## src/rtl/mlfq_scheduler_three_level_macros.svh

```systemverilog
// Assertion macros shared by the scheduler RTL.
`ifndef MLFQ_SCHEDULER_THREE_LEVEL_MACROS_SVH
`define MLFQ_SCHEDULER_THREE_LEVEL_MACROS_SVH
`ifndef SYNTHESIS
`define MLFQ_ASSERT(lbl, clk, rst_n, prop, msg) \
  lbl: assert property (@(posedge clk) disable iff (!rst_n) prop) else $error(msg);
`define MLFQ_ASSERT_ALWAYS(lbl, clk, prop, msg) \
  lbl: assert property (@(posedge clk) prop) else $error(msg);
`else
`define MLFQ_ASSERT(lbl, clk, rst_n, prop, msg)
`define MLFQ_ASSERT_ALWAYS(lbl, clk, prop, msg)
`endif
`endif

```

## src/rtl/mlfq_pkg.sv

```systemverilog
// Package with the constants, codes and types of the scheduler.
`timescale 1ns / 1ps
package mlfq_pkg;

  localparam int NUM_SLOTS  = 64;
  localparam int FIFO_DEPTH = 64;
  localparam int SLOT_W     = 6;
  localparam int PTR_W      = 6;
  localparam int CNT_W      = 7;
  localparam int NUM_RINGS  = 3;
  localparam int RING_W     = 2;
  localparam int Q_ADDR_W   = RING_W + PTR_W;
  localparam int Q_DEPTH    = 4 * FIFO_DEPTH;
  localparam int OP_W       = 4;
  localparam int NPRIO_W    = 4;
  localparam int STATUS_W   = 3;
  localparam int LVL_W      = 2;
  localparam int PRIO_W     = 2;
  localparam int QNT_W      = 3;
  localparam int ENT_W      = 1 + LVL_W + PRIO_W + QNT_W;

  typedef enum logic [OP_W-1:0] {
    OP_ADD      = 4'd0,
    OP_REQUEUE  = 4'd1,
    OP_SELECT   = 4'd2,
    OP_WITHDRAW = 4'd3,
    OP_SET_PRIO = 4'd4,
    OP_BOOST    = 4'd5,
    OP_TO_FCFS  = 4'd6,
    OP_TO_MLFQ  = 4'd7,
    OP_QUERY    = 4'd8
  } op_e;

  typedef enum logic [STATUS_W-1:0] {
    STAT_OK        = 3'd0,
    STAT_BAD_PRIO  = 3'd1,
    STAT_SAME_MODE = 3'd2,
    STAT_NONE      = 3'd3,
    STAT_OVERFLOW  = 3'd4
  } status_e;

  // Region codes of the queue memory: three rings and the level 2 list.
  localparam logic [RING_W-1:0] RING_FCFS = 2'd0;
  localparam logic [RING_W-1:0] RING_L0   = 2'd1;
  localparam logic [RING_W-1:0] RING_L1   = 2'd2;
  localparam logic [RING_W-1:0] RING_TOP  = 2'd3;

  localparam logic [LVL_W-1:0]  LVL_RST   = 2'd0;
  localparam logic [PRIO_W-1:0] PRIO_RST  = 2'd3;
  localparam logic [QNT_W-1:0]  QNT_RST   = 3'd1;
  localparam logic [LVL_W-1:0]  LVL_FCFS  = 2'd3;

  typedef struct packed {
    logic              run;
    logic [LVL_W-1:0]  lvl;
    logic [PRIO_W-1:0] prio;
    logic [QNT_W-1:0]  qnt;
  } slot_ent_t;

  // An entry whose valid bit is clear reads as its reset value.
  function automatic slot_ent_t ent_eff(slot_ent_t raw, logic pv, logic rv);
    slot_ent_t e;
    e.run  = rv & raw.run;
    e.lvl  = pv ? raw.lvl  : LVL_RST;
    e.prio = pv ? raw.prio : PRIO_RST;
    e.qnt  = pv ? raw.qnt  : QNT_RST;
    return e;
  endfunction

endpackage

```

## src/rtl/mlfq_if.sv

```systemverilog
// Request and response channel interfaces of the scheduler.
`timescale 1ns / 1ps
interface mlfq_req_if;
  import mlfq_pkg::*;
  logic               valid;
  logic               ready;
  logic [OP_W-1:0]    op;
  logic [SLOT_W-1:0]  slot;
  logic [NPRIO_W-1:0] new_priority;
  modport source (output valid, output op, output slot, output new_priority, input ready);
  modport sink (input valid, input op, input slot, input new_priority, output ready);
endinterface

interface mlfq_rsp_if;
  import mlfq_pkg::*;
  logic                valid;
  logic                ready;
  logic [SLOT_W-1:0]   chosen_slot;
  logic                found;
  logic [LVL_W-1:0]    level_out;
  logic                fcfs_active;
  logic [STATUS_W-1:0] status;
  modport source (output valid, output chosen_slot, output found, output level_out,
                  output fcfs_active, output status, input ready);
  modport sink (input valid, input chosen_slot, input found, input level_out,
                input fcfs_active, input status, output ready);
endinterface

```

## src/rtl/mlfq_ram.sv

```systemverilog
// Generic single-write, single-read RAM with a registered read port.
`timescale 1ns / 1ps
module mlfq_ram #(
  parameter int WIDTH = 8,
  parameter int DEPTH = 64
) (
  input  logic                     clk_i,
  input  logic                     we_i,
  input  logic [$clog2(DEPTH)-1:0] waddr_i,
  input  logic [WIDTH-1:0]         wdata_i,
  input  logic                     re_i,
  input  logic [$clog2(DEPTH)-1:0] raddr_i,
  output logic [WIDTH-1:0]         rdata_o
);

  logic [WIDTH-1:0] mem_q [DEPTH];

  always_ff @(posedge clk_i) begin
    if (we_i) begin
      mem_q[waddr_i] <= wdata_i;
    end
    if (re_i) begin
      rdata_o <= mem_q[raddr_i];
    end
  end

endmodule

```

## src/rtl/mlfq_scheduler_three_level.sv

```systemverilog
// Top level of the three-level MLFQ / FCFS slot scheduler.
// Add, requeue, withdraw, set_priority and query each touch at most one slot table entry.
// Select pops ring entries and scans the whole level 2 list, then shifts the later entries down over the pick;
// boost and to_fcfs scan every slot; to_mlfq moves each running FCFS entry to level 0.
// One transaction is in work at a time; the one-write, one-read slot table and queue memory set the pace.
// Reset clears control state at once; per-slot valid bits and queue counts stand in for the
// table and queue contents, so there is no clearing pass.
`timescale 1ns / 1ps
`include "mlfq_scheduler_three_level_macros.svh"
module mlfq_scheduler_three_level (
  input logic       clk_i,
  input logic       rst_ni,
  mlfq_req_if.sink  req_if,
  mlfq_rsp_if.source rsp_if
);
  import mlfq_pkg::*;

  typedef enum logic [14:0] {
    S_IDLE     = 15'h0001,
    S_DISPATCH = 15'h0002,
    S_SLOT_UPD = 15'h0004,
    S_SEL_NEXT = 15'h0008,
    S_POP_WAIT = 15'h0010,
    S_CHK      = 15'h0020,
    S_SCAN     = 15'h0040,
    S_SCAN_CHK = 15'h0080,
    S_TOP_RD   = 15'h0100,
    S_TOP_WT   = 15'h0200,
    S_TOP_CMP  = 15'h0400,
    S_SHIFT    = 15'h0800,
    S_SHIFT_WR = 15'h1000,
    S_TOP_CHK  = 15'h2000,
    S_DONE     = 15'h4000
  } state_e;

  state_e state_q, state_d;
  logic mode_q, mode_d;
  logic [NUM_RINGS-1:0][PTR_W-1:0] head_q, head_d, tail_q, tail_d;
  logic [NUM_RINGS-1:0][CNT_W-1:0] cnt_q, cnt_d;
  logic [CNT_W-1:0] top_cnt_q, top_cnt_d;
  logic [NUM_SLOTS-1:0] pv_q, pv_d, rv_q, rv_d;
  logic pv_rd_q, rv_rd_q;
  logic [RING_W-1:0] ring_q, ring_d;
  logic [CNT_W-1:0] idx_q, idx_d, best_idx_q, best_idx_d;
  logic [SLOT_W-1:0] cand_q, cand_d, best_slot_q, best_slot_d;
  logic [PRIO_W-1:0] best_prio_q, best_prio_d;
  logic have_best_q, have_best_d;

  op_e op_q, op_d;
  logic [SLOT_W-1:0] slot_q, slot_d;
  logic [NPRIO_W-1:0] np_q, np_d;

  logic [SLOT_W-1:0] res_chosen_q, res_chosen_d;
  logic res_found_q, res_found_d;
  logic [LVL_W-1:0] res_lvl_q, res_lvl_d;
  status_e res_status_q, res_status_d;

  logic out_valid_q, out_valid_d;
  logic [SLOT_W-1:0] out_chosen_q, out_chosen_d;
  logic out_found_q, out_found_d;
  logic [LVL_W-1:0] out_lvl_q, out_lvl_d;
  logic out_fcfs_q, out_fcfs_d;
  logic [STATUS_W-1:0] out_status_q, out_status_d;

  logic t_re, t_we;
  logic [SLOT_W-1:0] t_raddr, t_waddr;
  slot_ent_t t_wdata, tbl_e, ne;
  logic [ENT_W-1:0] t_rdata;
  logic q_re, q_we;
  logic [Q_ADDR_W-1:0] q_raddr, q_waddr;
  logic [SLOT_W-1:0] q_wdata, q_rdata;

  logic push_en;
  logic [RING_W-1:0] push_ring;
  logic [SLOT_W-1:0] push_slot;
  logic better;

  mlfq_ram #(.WIDTH(ENT_W), .DEPTH(NUM_SLOTS)) u_tbl_ram (
    .clk_i   (clk_i),
    .we_i    (t_we),
    .waddr_i (t_waddr),
    .wdata_i (t_wdata),
    .re_i    (t_re),
    .raddr_i (t_raddr),
    .rdata_o (t_rdata)
  );

  mlfq_ram #(.WIDTH(SLOT_W), .DEPTH(Q_DEPTH)) u_queue_ram (
    .clk_i   (clk_i),
    .we_i    (q_we),
    .waddr_i (q_waddr),
    .wdata_i (q_wdata),
    .re_i    (q_re),
    .raddr_i (q_raddr),
    .rdata_o (q_rdata)
  );

  assign tbl_e = ent_eff(slot_ent_t'(t_rdata), pv_rd_q, rv_rd_q);
  assign better = !have_best_q || (tbl_e.prio > best_prio_q);

  assign req_if.ready       = (state_q == S_IDLE);
  assign rsp_if.valid       = out_valid_q;
  assign rsp_if.chosen_slot = out_chosen_q;
  assign rsp_if.found       = out_found_q;
  assign rsp_if.level_out   = out_lvl_q;
  assign rsp_if.fcfs_active = out_fcfs_q;
  assign rsp_if.status      = out_status_q;

  always_comb begin
    state_d = state_q;
    mode_d = mode_q;
    head_d = head_q;
    tail_d = tail_q;
    cnt_d = cnt_q;
    top_cnt_d = top_cnt_q;
    pv_d = pv_q;
    rv_d = rv_q;
    ring_d = ring_q;
    idx_d = idx_q;
    best_idx_d = best_idx_q;
    cand_d = cand_q;
    best_slot_d = best_slot_q;
    best_prio_d = best_prio_q;
    have_best_d = have_best_q;
    op_d = op_q;
    slot_d = slot_q;
    np_d = np_q;
    res_chosen_d = res_chosen_q;
    res_found_d = res_found_q;
    res_lvl_d = res_lvl_q;
    res_status_d = res_status_q;
    out_valid_d = out_valid_q && !rsp_if.ready;
    out_chosen_d = out_chosen_q;
    out_found_d = out_found_q;
    out_lvl_d = out_lvl_q;
    out_fcfs_d = out_fcfs_q;
    out_status_d = out_status_q;
    t_re = 1'b0;
    t_raddr = slot_q;
    t_we = 1'b0;
    t_waddr = slot_q;
    t_wdata = tbl_e;
    q_re = 1'b0;
    q_raddr = {ring_q, head_q[ring_q[0] ? 0 : 0]};
    q_we = 1'b0;
    q_waddr = '0;
    q_wdata = '0;
    push_en = 1'b0;
    push_ring = RING_FCFS;
    push_slot = slot_q;
    ne = tbl_e;

    case (state_q)
      S_IDLE: begin
        if (req_if.valid) begin
          op_d = op_e'(req_if.op);
          slot_d = req_if.slot;
          np_d = req_if.new_priority;
          res_chosen_d = '0;
          res_found_d = 1'b0;
          res_lvl_d = '0;
          res_status_d = STAT_OK;
          state_d = S_DISPATCH;
        end
      end
      S_DISPATCH: begin
        state_d = S_DONE;
        case (op_q)
          OP_ADD, OP_REQUEUE, OP_WITHDRAW: begin
            t_re = 1'b1;
            state_d = S_SLOT_UPD;
          end
          OP_SET_PRIO: begin
            if (np_q > NPRIO_W'(PRIO_RST)) begin
              res_status_d = STAT_BAD_PRIO;
            end else begin
              t_re = 1'b1;
              state_d = S_SLOT_UPD;
            end
          end
          OP_QUERY: begin
            if (mode_q) begin
              res_lvl_d = LVL_FCFS;
            end else begin
              t_re = 1'b1;
              state_d = S_SLOT_UPD;
            end
          end
          OP_SELECT: begin
            ring_d = mode_q ? RING_FCFS : RING_L0;
            state_d = S_SEL_NEXT;
          end
          OP_BOOST: begin
            head_d[RING_L0] = '0;
            tail_d[RING_L0] = '0;
            cnt_d[RING_L0] = '0;
            head_d[RING_L1] = '0;
            tail_d[RING_L1] = '0;
            cnt_d[RING_L1] = '0;
            top_cnt_d = '0;
            pv_d = '0;
            ring_d = RING_L0;
            idx_d = '0;
            state_d = S_SCAN;
          end
          OP_TO_FCFS: begin
            if (mode_q) begin
              res_status_d = STAT_SAME_MODE;
            end else begin
              head_d[RING_FCFS] = '0;
              tail_d[RING_FCFS] = '0;
              cnt_d[RING_FCFS] = '0;
              mode_d = 1'b1;
              ring_d = RING_FCFS;
              idx_d = '0;
              state_d = S_SCAN;
            end
          end
          OP_TO_MLFQ: begin
            if (!mode_q) begin
              res_status_d = STAT_SAME_MODE;
            end else begin
              head_d[RING_L0] = '0;
              tail_d[RING_L0] = '0;
              cnt_d[RING_L0] = '0;
              head_d[RING_L1] = '0;
              tail_d[RING_L1] = '0;
              cnt_d[RING_L1] = '0;
              top_cnt_d = '0;
              pv_d = '0;
              mode_d = 1'b0;
              ring_d = RING_FCFS;
              state_d = S_SEL_NEXT;
            end
          end
          default: ;
        endcase
      end
      S_SLOT_UPD: begin
        state_d = S_DONE;
        case (op_q)
          OP_ADD, OP_REQUEUE: begin
            ne.run = 1'b1;
            push_en = 1'b1;
            if (mode_q) begin
              push_ring = RING_FCFS;
            end else begin
              if (op_q == OP_ADD) begin
                ne.lvl = LVL_RST;
                ne.prio = PRIO_RST;
                ne.qnt = QNT_RST;
              end else begin
                ne.qnt = tbl_e.qnt - QNT_W'(1);
                if (ne.qnt == '0) begin
                  if (tbl_e.lvl < LVL_W'(2)) begin
                    ne.lvl = tbl_e.lvl + LVL_W'(1);
                  end else if (tbl_e.prio != '0) begin
                    ne.prio = tbl_e.prio - PRIO_W'(1);
                  end
                  // A fresh quantum of 2*level+1.
                  ne.qnt = {ne.lvl, 1'b1};
                end
              end
              if (ne.lvl == LVL_W'(0)) begin
                push_ring = RING_L0;
              end else if (ne.lvl == LVL_W'(1)) begin
                push_ring = RING_L1;
              end else begin
                push_ring = RING_TOP;
              end
            end
            t_we = 1'b1;
          end
          OP_WITHDRAW: begin
            ne.run = 1'b0;
            t_we = 1'b1;
          end
          OP_SET_PRIO: begin
            ne.prio = np_q[PRIO_W-1:0];
            t_we = 1'b1;
          end
          OP_QUERY: res_lvl_d = tbl_e.lvl;
          default: ;
        endcase
        t_wdata = ne;
      end
      S_SEL_NEXT: begin
        if (ring_q == RING_TOP) begin
          if (top_cnt_q != '0) begin
            idx_d = '0;
            have_best_d = 1'b0;
            state_d = S_TOP_RD;
          end else begin
            res_status_d = STAT_NONE;
            state_d = S_DONE;
          end
        end else if (cnt_q[ring_q] != '0) begin
          q_re = 1'b1;
          q_raddr = {ring_q, head_q[ring_q]};
          state_d = S_POP_WAIT;
        end else if (op_q == OP_TO_MLFQ) begin
          state_d = S_DONE;
        end else if (ring_q == RING_FCFS) begin
          res_status_d = STAT_NONE;
          state_d = S_DONE;
        end else begin
          ring_d = (ring_q == RING_L0) ? RING_L1 : RING_TOP;
        end
      end
      S_POP_WAIT: begin
        cand_d = q_rdata;
        head_d[ring_q] = head_q[ring_q] + PTR_W'(1);
        cnt_d[ring_q] = cnt_q[ring_q] - CNT_W'(1);
        t_re = 1'b1;
        t_raddr = q_rdata;
        state_d = S_CHK;
      end
      S_CHK: begin
        state_d = S_SEL_NEXT;
        if (op_q == OP_TO_MLFQ) begin
          push_en = tbl_e.run;
          push_ring = RING_L0;
          push_slot = cand_q;
        end else if (tbl_e.run) begin
          res_found_d = 1'b1;
          res_chosen_d = cand_q;
          state_d = S_DONE;
        end
      end
      S_SCAN: begin
        t_re = 1'b1;
        t_raddr = idx_q[SLOT_W-1:0];
        state_d = S_SCAN_CHK;
      end
      S_SCAN_CHK: begin
        push_en = tbl_e.run;
        push_ring = ring_q;
        push_slot = idx_q[SLOT_W-1:0];
        if (idx_q[SLOT_W-1:0] == SLOT_W'(NUM_SLOTS - 1)) begin
          state_d = S_DONE;
        end else begin
          idx_d = idx_q + CNT_W'(1);
          state_d = S_SCAN;
        end
      end
      S_TOP_RD: begin
        q_re = 1'b1;
        q_raddr = {RING_TOP, idx_q[PTR_W-1:0]};
        state_d = S_TOP_WT;
      end
      S_TOP_WT: begin
        cand_d = q_rdata;
        t_re = 1'b1;
        t_raddr = q_rdata;
        state_d = S_TOP_CMP;
      end
      S_TOP_CMP: begin
        // Strictly higher priority wins, so the earliest entry keeps a tie.
        if (better) begin
          best_idx_d = idx_q;
          best_slot_d = cand_q;
          best_prio_d = tbl_e.prio;
          have_best_d = 1'b1;
        end
        if (idx_q + CNT_W'(1) >= top_cnt_q) begin
          idx_d = better ? idx_q : best_idx_q;
          state_d = S_SHIFT;
        end else begin
          idx_d = idx_q + CNT_W'(1);
          state_d = S_TOP_RD;
        end
      end
      S_SHIFT: begin
        if (idx_q + CNT_W'(1) < top_cnt_q) begin
          q_re = 1'b1;
          q_raddr = {RING_TOP, PTR_W'(idx_q + CNT_W'(1))};
          state_d = S_SHIFT_WR;
        end else begin
          top_cnt_d = top_cnt_q - CNT_W'(1);
          t_re = 1'b1;
          t_raddr = best_slot_q;
          state_d = S_TOP_CHK;
        end
      end
      S_SHIFT_WR: begin
        q_we = 1'b1;
        q_waddr = {RING_TOP, idx_q[PTR_W-1:0]};
        q_wdata = q_rdata;
        idx_d = idx_q + CNT_W'(1);
        state_d = S_SHIFT;
      end
      S_TOP_CHK: begin
        if (tbl_e.run) begin
          res_found_d = 1'b1;
          res_chosen_d = best_slot_q;
          state_d = S_DONE;
        end else begin
          state_d = S_SEL_NEXT;
        end
      end
      S_DONE: begin
        if (!out_valid_q || rsp_if.ready) begin
          out_valid_d = 1'b1;
          out_chosen_d = res_chosen_q;
          out_found_d = res_found_q;
          out_lvl_d = res_lvl_q;
          out_fcfs_d = mode_q;
          out_status_d = res_status_q;
          state_d = S_IDLE;
        end
      end
      default: state_d = S_IDLE;
    endcase

    if (t_we) begin
      pv_d[t_waddr] = 1'b1;
      rv_d[t_waddr] = 1'b1;
    end

    if (push_en) begin
      if (push_ring == RING_TOP) begin
        if (top_cnt_q < CNT_W'(NUM_SLOTS)) begin
          q_we = 1'b1;
          q_waddr = {RING_TOP, top_cnt_q[PTR_W-1:0]};
          q_wdata = push_slot;
          top_cnt_d = top_cnt_q + CNT_W'(1);
        end else begin
          res_status_d = STAT_OVERFLOW;
        end
      end else if (cnt_q[push_ring] < CNT_W'(FIFO_DEPTH)) begin
        q_we = 1'b1;
        q_waddr = {push_ring, tail_q[push_ring]};
        q_wdata = push_slot;
        tail_d[push_ring] = tail_q[push_ring] + PTR_W'(1);
        cnt_d[push_ring] = cnt_q[push_ring] + CNT_W'(1);
      end else begin
        res_status_d = STAT_OVERFLOW;
      end
    end
  end

  always_ff @(posedge clk_i or negedge rst_ni) begin
    if (!rst_ni) begin
      state_q <= S_IDLE;
      mode_q <= 1'b1;
      head_q <= '0;
      tail_q <= '0;
      cnt_q <= '0;
      top_cnt_q <= '0;
      pv_q <= '0;
      rv_q <= '0;
      out_valid_q <= 1'b0;
    end else begin
      state_q <= state_d;
      mode_q <= mode_d;
      head_q <= head_d;
      tail_q <= tail_d;
      cnt_q <= cnt_d;
      top_cnt_q <= top_cnt_d;
      pv_q <= pv_d;
      rv_q <= rv_d;
      out_valid_q <= out_valid_d;
    end
  end

  always_ff @(posedge clk_i) begin
    if (t_re) begin
      pv_rd_q <= pv_q[t_raddr];
      rv_rd_q <= rv_q[t_raddr];
    end
    ring_q <= ring_d;
    idx_q <= idx_d;
    best_idx_q <= best_idx_d;
    cand_q <= cand_d;
    best_slot_q <= best_slot_d;
    best_prio_q <= best_prio_d;
    have_best_q <= have_best_d;
    op_q <= op_d;
    slot_q <= slot_d;
    np_q <= np_d;
    res_chosen_q <= res_chosen_d;
    res_found_q <= res_found_d;
    res_lvl_q <= res_lvl_d;
    res_status_q <= res_status_d;
    out_chosen_q <= out_chosen_d;
    out_found_q <= out_found_d;
    out_lvl_q <= out_lvl_d;
    out_fcfs_q <= out_fcfs_d;
    out_status_q <= out_status_d;
  end

  `MLFQ_ASSERT(a_ring_occupancy, clk_i, rst_ni, (cnt_q[0] <= CNT_W'(FIFO_DEPTH)) && (cnt_q[1] <= CNT_W'(FIFO_DEPTH)) && (cnt_q[2] <= CNT_W'(FIFO_DEPTH)) && (top_cnt_q <= CNT_W'(NUM_SLOTS)), "queue occupancy above capacity")
  `MLFQ_ASSERT(a_ring_ptrs, clk_i, rst_ni, (PTR_W'(tail_q[0] - head_q[0]) == cnt_q[0][PTR_W-1:0]) && (PTR_W'(tail_q[1] - head_q[1]) == cnt_q[1][PTR_W-1:0]) && (PTR_W'(tail_q[2] - head_q[2]) == cnt_q[2][PTR_W-1:0]), "ring pointers disagree with count")
  `MLFQ_ASSERT(a_accept_leaves_idle, clk_i, rst_ni, req_if.valid && req_if.ready |=> state_q != S_IDLE, "accepted transaction not started")
  `MLFQ_ASSERT(a_result_from_done, clk_i, rst_ni, $rose(out_valid_q) |-> $past(state_q == S_DONE), "result loaded outside the done state")

endmodule
```

## src/flat_wrapper.sv

```systemverilog
// flat-port wrapper written by rule: the top's interface ports become plain ports
module mlfq_scheduler_three_level_flat import mlfq_pkg::*;
  (clk_i, rst_ni, req_if_valid, req_if_op, req_if_slot, req_if_new_priority, req_if_ready, rsp_if_valid, rsp_if_chosen_slot, rsp_if_found, rsp_if_level_out, rsp_if_fcfs_active, rsp_if_status, rsp_if_ready);
  mlfq_req_if req_if_i ();
  mlfq_rsp_if rsp_if_i ();
  input logic clk_i;
  input logic rst_ni;
  input wire logic [$bits(req_if_i.valid)-1:0] req_if_valid;
  input wire logic [$bits(req_if_i.op)-1:0] req_if_op;
  input wire logic [$bits(req_if_i.slot)-1:0] req_if_slot;
  input wire logic [$bits(req_if_i.new_priority)-1:0] req_if_new_priority;
  output wire logic [$bits(req_if_i.ready)-1:0] req_if_ready;
  output wire logic [$bits(rsp_if_i.valid)-1:0] rsp_if_valid;
  output wire logic [$bits(rsp_if_i.chosen_slot)-1:0] rsp_if_chosen_slot;
  output wire logic [$bits(rsp_if_i.found)-1:0] rsp_if_found;
  output wire logic [$bits(rsp_if_i.level_out)-1:0] rsp_if_level_out;
  output wire logic [$bits(rsp_if_i.fcfs_active)-1:0] rsp_if_fcfs_active;
  output wire logic [$bits(rsp_if_i.status)-1:0] rsp_if_status;
  input wire logic [$bits(rsp_if_i.ready)-1:0] rsp_if_ready;
  assign req_if_i.valid = req_if_valid;
  assign req_if_i.op = req_if_op;
  assign req_if_i.slot = req_if_slot;
  assign req_if_i.new_priority = req_if_new_priority;
  assign req_if_ready = req_if_i.ready;
  assign rsp_if_valid = rsp_if_i.valid;
  assign rsp_if_chosen_slot = rsp_if_i.chosen_slot;
  assign rsp_if_found = rsp_if_i.found;
  assign rsp_if_level_out = rsp_if_i.level_out;
  assign rsp_if_fcfs_active = rsp_if_i.fcfs_active;
  assign rsp_if_status = rsp_if_i.status;
  assign rsp_if_i.ready = rsp_if_ready;
  mlfq_scheduler_three_level u_core (.clk_i(clk_i), .rst_ni(rst_ni), .req_if(req_if_i), .rsp_if(rsp_if_i));
endmodule
```

## config.mk

```make
export PLATFORM = sky130hd
export DESIGN_NAME = mlfq_scheduler_three_level_flat
export DESIGN_NICKNAME = d
export VERILOG_FILES = /design/src/rtl/mlfq_pkg.sv /design/src/rtl/mlfq_if.sv /design/src/rtl/mlfq_ram.sv /design/src/rtl/mlfq_scheduler_three_level.sv /design/src/flat_wrapper.sv
export VERILOG_INCLUDE_DIRS = /design/src /design/src/rtl
export SDC_FILE = /design/constraint.sdc
export NUM_CORES = 2
export LEC_CHECK = 0
export BUFFER_PORTS_ARGS = -buffer_cell sky130_fd_sc_hd__buf_4
export CORE_UTILIZATION = 40
export CTS_CLUSTER_DIAMETER = 200
export DETAILED_ROUTE_END_ITERATION = 6
export SYNTH_ARGS = -nofsm -noshare
export SYNTH_HDL_FRONTEND = slang
export SYNTH_SLANG_ARGS = --single-unit
export TNS_END_PERCENT = 20
```

## constraint.sdc

```tcl
create_clock -name clk_i -period 9.4 [get_ports clk_i]
set_input_delay 1.41 -clock clk_i [delete_from_list [all_inputs] [get_ports clk_i]]
set_output_delay 1.41 -clock clk_i [all_outputs]
set_load 0.02 [all_outputs]
```

==> out/qor.txt <==
CLOCKING
------------------------------------------------------------------------------------------------------
Maximum count of clock buffers along a single path                                                   3
# Post-CTS Setup Buffers                                                                             0
Post-cts gate resize count                                                                           0
Clock Root Buffer                                                                         sky130_fd_sc_hd__clkbuf_16
CTS tree                                                                                          done
Number of sinks handled by clock tree synthesis                                                   2343
Clock latency on the worst-skew pair                                                           0.92 ns
Clock buffers created by TritonCTS                                                                 227
Htree depth                                                                                          4
Clock transition at the register clock pins on the worst setup and hold paths after CTS        0.06 ns
Hold buffers post-CTS                                                                                0

PLACE
------------------------------------------------------------------------------------------------------
Post-place setup slack                                                                         1.84 ns
Number of buffers inserted by port buffering                                                        32
Number of cells in the design after placement                                                    10183
Post-Place Cell Area                                                                       101000 um^2
Dpl hpwl                                                                                     172000 um
Placer Congestion                                                                                0.932

WORST SETUP PATH
------------------------------------------------------------------------------------------------------
Data arrival, critical path                                                                    8.47 ns
Required time of the critical path                                                            10.18 ns
Startpoint class of the critical path                                                         register
Worst Reg2Reg Path Length in Cells                                                                  21
CP endpoint kind                                                                              register
Maximum fanout along the worst path                                                                 79
Worst setup path category                                                                      reg2reg

LOGIC SYNTHESIS
------------------------------------------------------------------------------------------------------
Gate count after technology mapping                                                               7334
Share of synthesized registers carrying an async set or reset                                   0.0892
Cell accounting for the most synthesized area                                             sky130_fd_sc_hd__edfxtp_1
Commonest cells in the netlist                                                            2131 x sky130_fd_sc_hd__edfxtp_1, 1400 x sky130_fd_sc_hd__nand2_1, 417 x sky130_fd_sc_hd__nor2_1
Most instantiated flip-flop cell in the synthesis netlist                                 sky130_fd_sc_hd__edfxtp_1
Net count of the mapped netlist                                                                   7371
Number of warnings issued by yosys                                                                   0
Top area cells in the synthesized netlist                                                 sky130_fd_sc_hd__edfxtp_1 66%, sky130_fd_sc_hd__nand2_1 5.4%, sky130_fd_sc_hd__dfrtp_1 5.3%
#FFs+latches synth                                                                                2343
Sequential element share of the synthesized area                                                 0.713
Post-synthesis cell type count                                                                      98
Share of the synthesized area in the top cell type                                               0.659
Synth Area per Inst                                                                          13.2 um^2
Most instantiated library cell after synthesis                                            sky130_fd_sc_hd__edfxtp_1
Number of enable-type register cells in the synthesized netlist                                   2131
Cell area after synthesis                                                                   97100 um^2

DIE
------------------------------------------------------------------------------------------------------
Top-level port count                                                                                33
DIE WIDTH                                                                                       495 um
Chip Height                                                                                     495 um
Std-Cell Core Area                                                                         241000 um^2
Initial Utilization                                                                              0.403
Number of standard-cell rows in the floorplan                                                      180
Floorplan die area                                                                         245000 um^2

STA
------------------------------------------------------------------------------------------------------
Setup Viol. Count Final                                                                              0
Count of endpoints failing hold in the final timing report                                           0
Max Slew Vio Count                                                                                   4
Final setup skew                                                                             0.0721 ns
Unrepaired setup endpoints after global routing                                                     no
Headroom to the max-slew limit                                                                  -0.102
Max Clk Rate                                                                                   130 MHz
Worst Tran Pin Value                                                                           1.61 ns
Final Cycle Share                                                                                0.818
Post-route setup slack                                                                         1.71 ns
Final min period                                                                               7.69 ns
Setup TNS                                                                                         0 ns

GLOBAL ROUTE
------------------------------------------------------------------------------------------------------
Total congestion overflow                                                                            0
Vias in the first global route                                                                   59531
Global routing usage summed across all routing layers                                            0.228
First-pass GRT wire length                                                                   412000 um
Maximum number of pins on one net before global-route repair                                       208
Antenna violations before repair                                                                     7

LAYOUT
------------------------------------------------------------------------------------------------------
Synth-to-Final Area Change                                                                       11.6%
Ratio of cells with drive above 1 in the final layout                                           0.0953
Nets                                                                                              7269
Final Instance Area                                                                        108000 um^2
Filler instances                                                                                 21369
Post-route insts no fill                                                                         10629

ROUTE
------------------------------------------------------------------------------------------------------
DR vias/cell                                                                                      5.95
Via count                                                                                        63207
Iteration-0 DRC count of the detailed router                                                      8419
Wirelength per Cell                                                                            26.7 um
Post-Route WL                                                                                283000 um
Length of the first detailed-routing pass in iterations                                              7
Residual DRC count                                                                                   4
Antenna viol nets, final                                                                             0

OUTCOME
------------------------------------------------------------------------------------------------------
Violated checks                                                                           design-rule violations, max-capacitance violations, max-slew violations
Outcome                                                                                   complete, but fails checks

RUN
------------------------------------------------------------------------------------------------------
Number of max-capacitance violations reported                                                        3

POWER AND IR DROP
------------------------------------------------------------------------------------------------------
Leakage dissipation                                                                          0.0356 uW
Peak supply drop                                                                                217 uV
Power density cells                                                                        206 nW/um^2
Overall Power                                                                                 22300 uW

MIN PATH
------------------------------------------------------------------------------------------------------
Worst hold path depth                                                                                0
Path type of the worst min-delay path                                                          reg2reg

==> critical path, stage by stage (launching register included) <==
cell and delay (ns):
sky130_fd_sc_hd__edfxtp_1 0.62, sky130_fd_sc_hd__ha_1 0.34, sky130_fd_sc_hd__and3_1 0.22, sky130_fd_sc_hd__xnor2_1 0.19
sky130_fd_sc_hd__inv_1 0.08, sky130_fd_sc_hd__ha_1 0.33, sky130_fd_sc_hd__and3_1 0.23, sky130_fd_sc_hd__a221oi_1 0.36
sky130_fd_sc_hd__nand2_1 0.20, sky130_fd_sc_hd__nand2_1 0.17, sky130_fd_sc_hd__inv_1 0.09, sky130_fd_sc_hd__buf_4 0.22
sky130_fd_sc_hd__nor3_2 0.84, sky130_fd_sc_hd__a221o_4 0.69, sky130_fd_sc_hd__buf_12 0.39, sky130_fd_sc_hd__and2_0 0.18
sky130_fd_sc_hd__a211oi_1 0.05, sky130_fd_sc_hd__a311oi_1 0.27, sky130_fd_sc_hd__a21oi_1 0.09, sky130_fd_sc_hd__a22o_1 0.34
sky130_fd_sc_hd__a2111oi_0 1.32, sky130_fd_sc_hd__a221o_1 0.24
==> path summary, 6_finish.rpt <==
check                                             from                           end  slack, ns
worst min register to register  u_core.res_chosen_q[5]  u_core.rsp_if.chosen_slot[5]       0.42
worst max register to register         u_core.idx_q[0]   u_core.u_tbl_ram.rdata_o[1]       1.71
max in group asynchronous                       rst_ni              u_core.cnt_q[16]       7.43
worst min-delay path            u_core.res_chosen_q[5]  u_core.rsp_if.chosen_slot[5]       0.42
worst max-delay path                   u_core.idx_q[0]   u_core.u_tbl_ram.rdata_o[1]       1.71
min in group asynchronous                       rst_ni               u_core.rv_q[10]       0.45
==> placed cells by master (no fill, tap or decap), types with 73 or more instances in the layout <==
cell                        Yosys  layout
sky130_fd_sc_hd__and2_1        76      75
sky130_fd_sc_hd__dfrtp_1      207     207
sky130_fd_sc_hd__buf_4         11     148
sky130_fd_sc_hd__a21o_1        73      73
sky130_fd_sc_hd__clkbuf_16      0     232
sky130_fd_sc_hd__o21ai_0      118     114
sky130_fd_sc_hd__a311oi_1     181     181
sky130_fd_sc_hd__a31oi_1      144     144
sky130_fd_sc_hd__a21oi_1      197     196
sky130_fd_sc_hd__edfxtp_1    2131    2131
sky130_fd_sc_hd__mux2i_1      243     242
sky130_fd_sc_hd__nand3_1      381     381
sky130_fd_sc_hd__a211oi_1     232     231
sky130_fd_sc_hd__and3_1       191     191
sky130_fd_sc_hd__nand2_1     1400    1396
sky130_fd_sc_hd__nor2_1       417     413
sky130_fd_sc_hd__o22ai_1       79      79
==> sequential cells by signal, indices dropped and copies added, names as in the netlist, 7 cells and up <==
name and count:
u_core.cnt_q 21, u_core.best_idx_q 7, u_core.head_q 18, u_core.u_queue_ram.mem_q 1536, u_core.u_tbl_ram.rdata_o 8, u_core.u_tbl_ram.mem_q 512
u_core.pv_q 64, u_core.idx_q 7, u_core.state_q 15, u_core.tail_q 18, u_core.top_cnt_q 7, u_core.rv_q 64
==> routing by layer <==
metal  GRT usage  share of wire  vias to the layer above
met3      0.0505           0.10                      500
met2       0.344           0.45                     3142
met4      0.0830          0.035                        4
met1       0.321           0.41                    31889
met5           0       0.000092                        -
li1            -              -                    27672
==> power by group <==
| group | total, uW | switching, uW | internal, uW |
|---|---|---|---|
| clock | 9140 | 4010 | 5130 |
| combinational | 1720 | 1230 | 490 |
| sequential | 11500 | 78.3 | 11400 |
==> cell type report <==
type                       instances  area [um^2]  share of cell area
tap                             3185         3990              0.0368
antenna                            5         12.5            0.000115
multi-input combinational       4443        25900               0.239
sequential                      2343        69300               0.639
clock buffer                     291         6120              0.0564
inverter                          44          165             0.00152
timing repair buffer             173         1550              0.0143
clock inverter                   145         1380              0.0128
==> kinds of logic after synthesis <==
kind of cell,share of synthesized area
AND/OR/NAND/NOR,0.127
XOR/XNOR,0.00216
AO/OA/AOI/OAI,0.101
multiplexers,0.0299
flip-flops,0.713
adder cells (fa/ha/maj),0.00245
buffers and inverters,0.0235
==> through the flow <==
| stage | hold slack, ns | util |
|---|---|---|
| CTS | 0.418 | 0.449 |
| detailed placement | 0.405 | 0.418 |
| global route | 0.431 | 0.450 |
| floorplan | 0.400 | - |
| global placement | 0.401 | 0.418 |
| finish | 0.419 | 0.450 |
No activity file was read; power rests on OpenSTA's default activity.
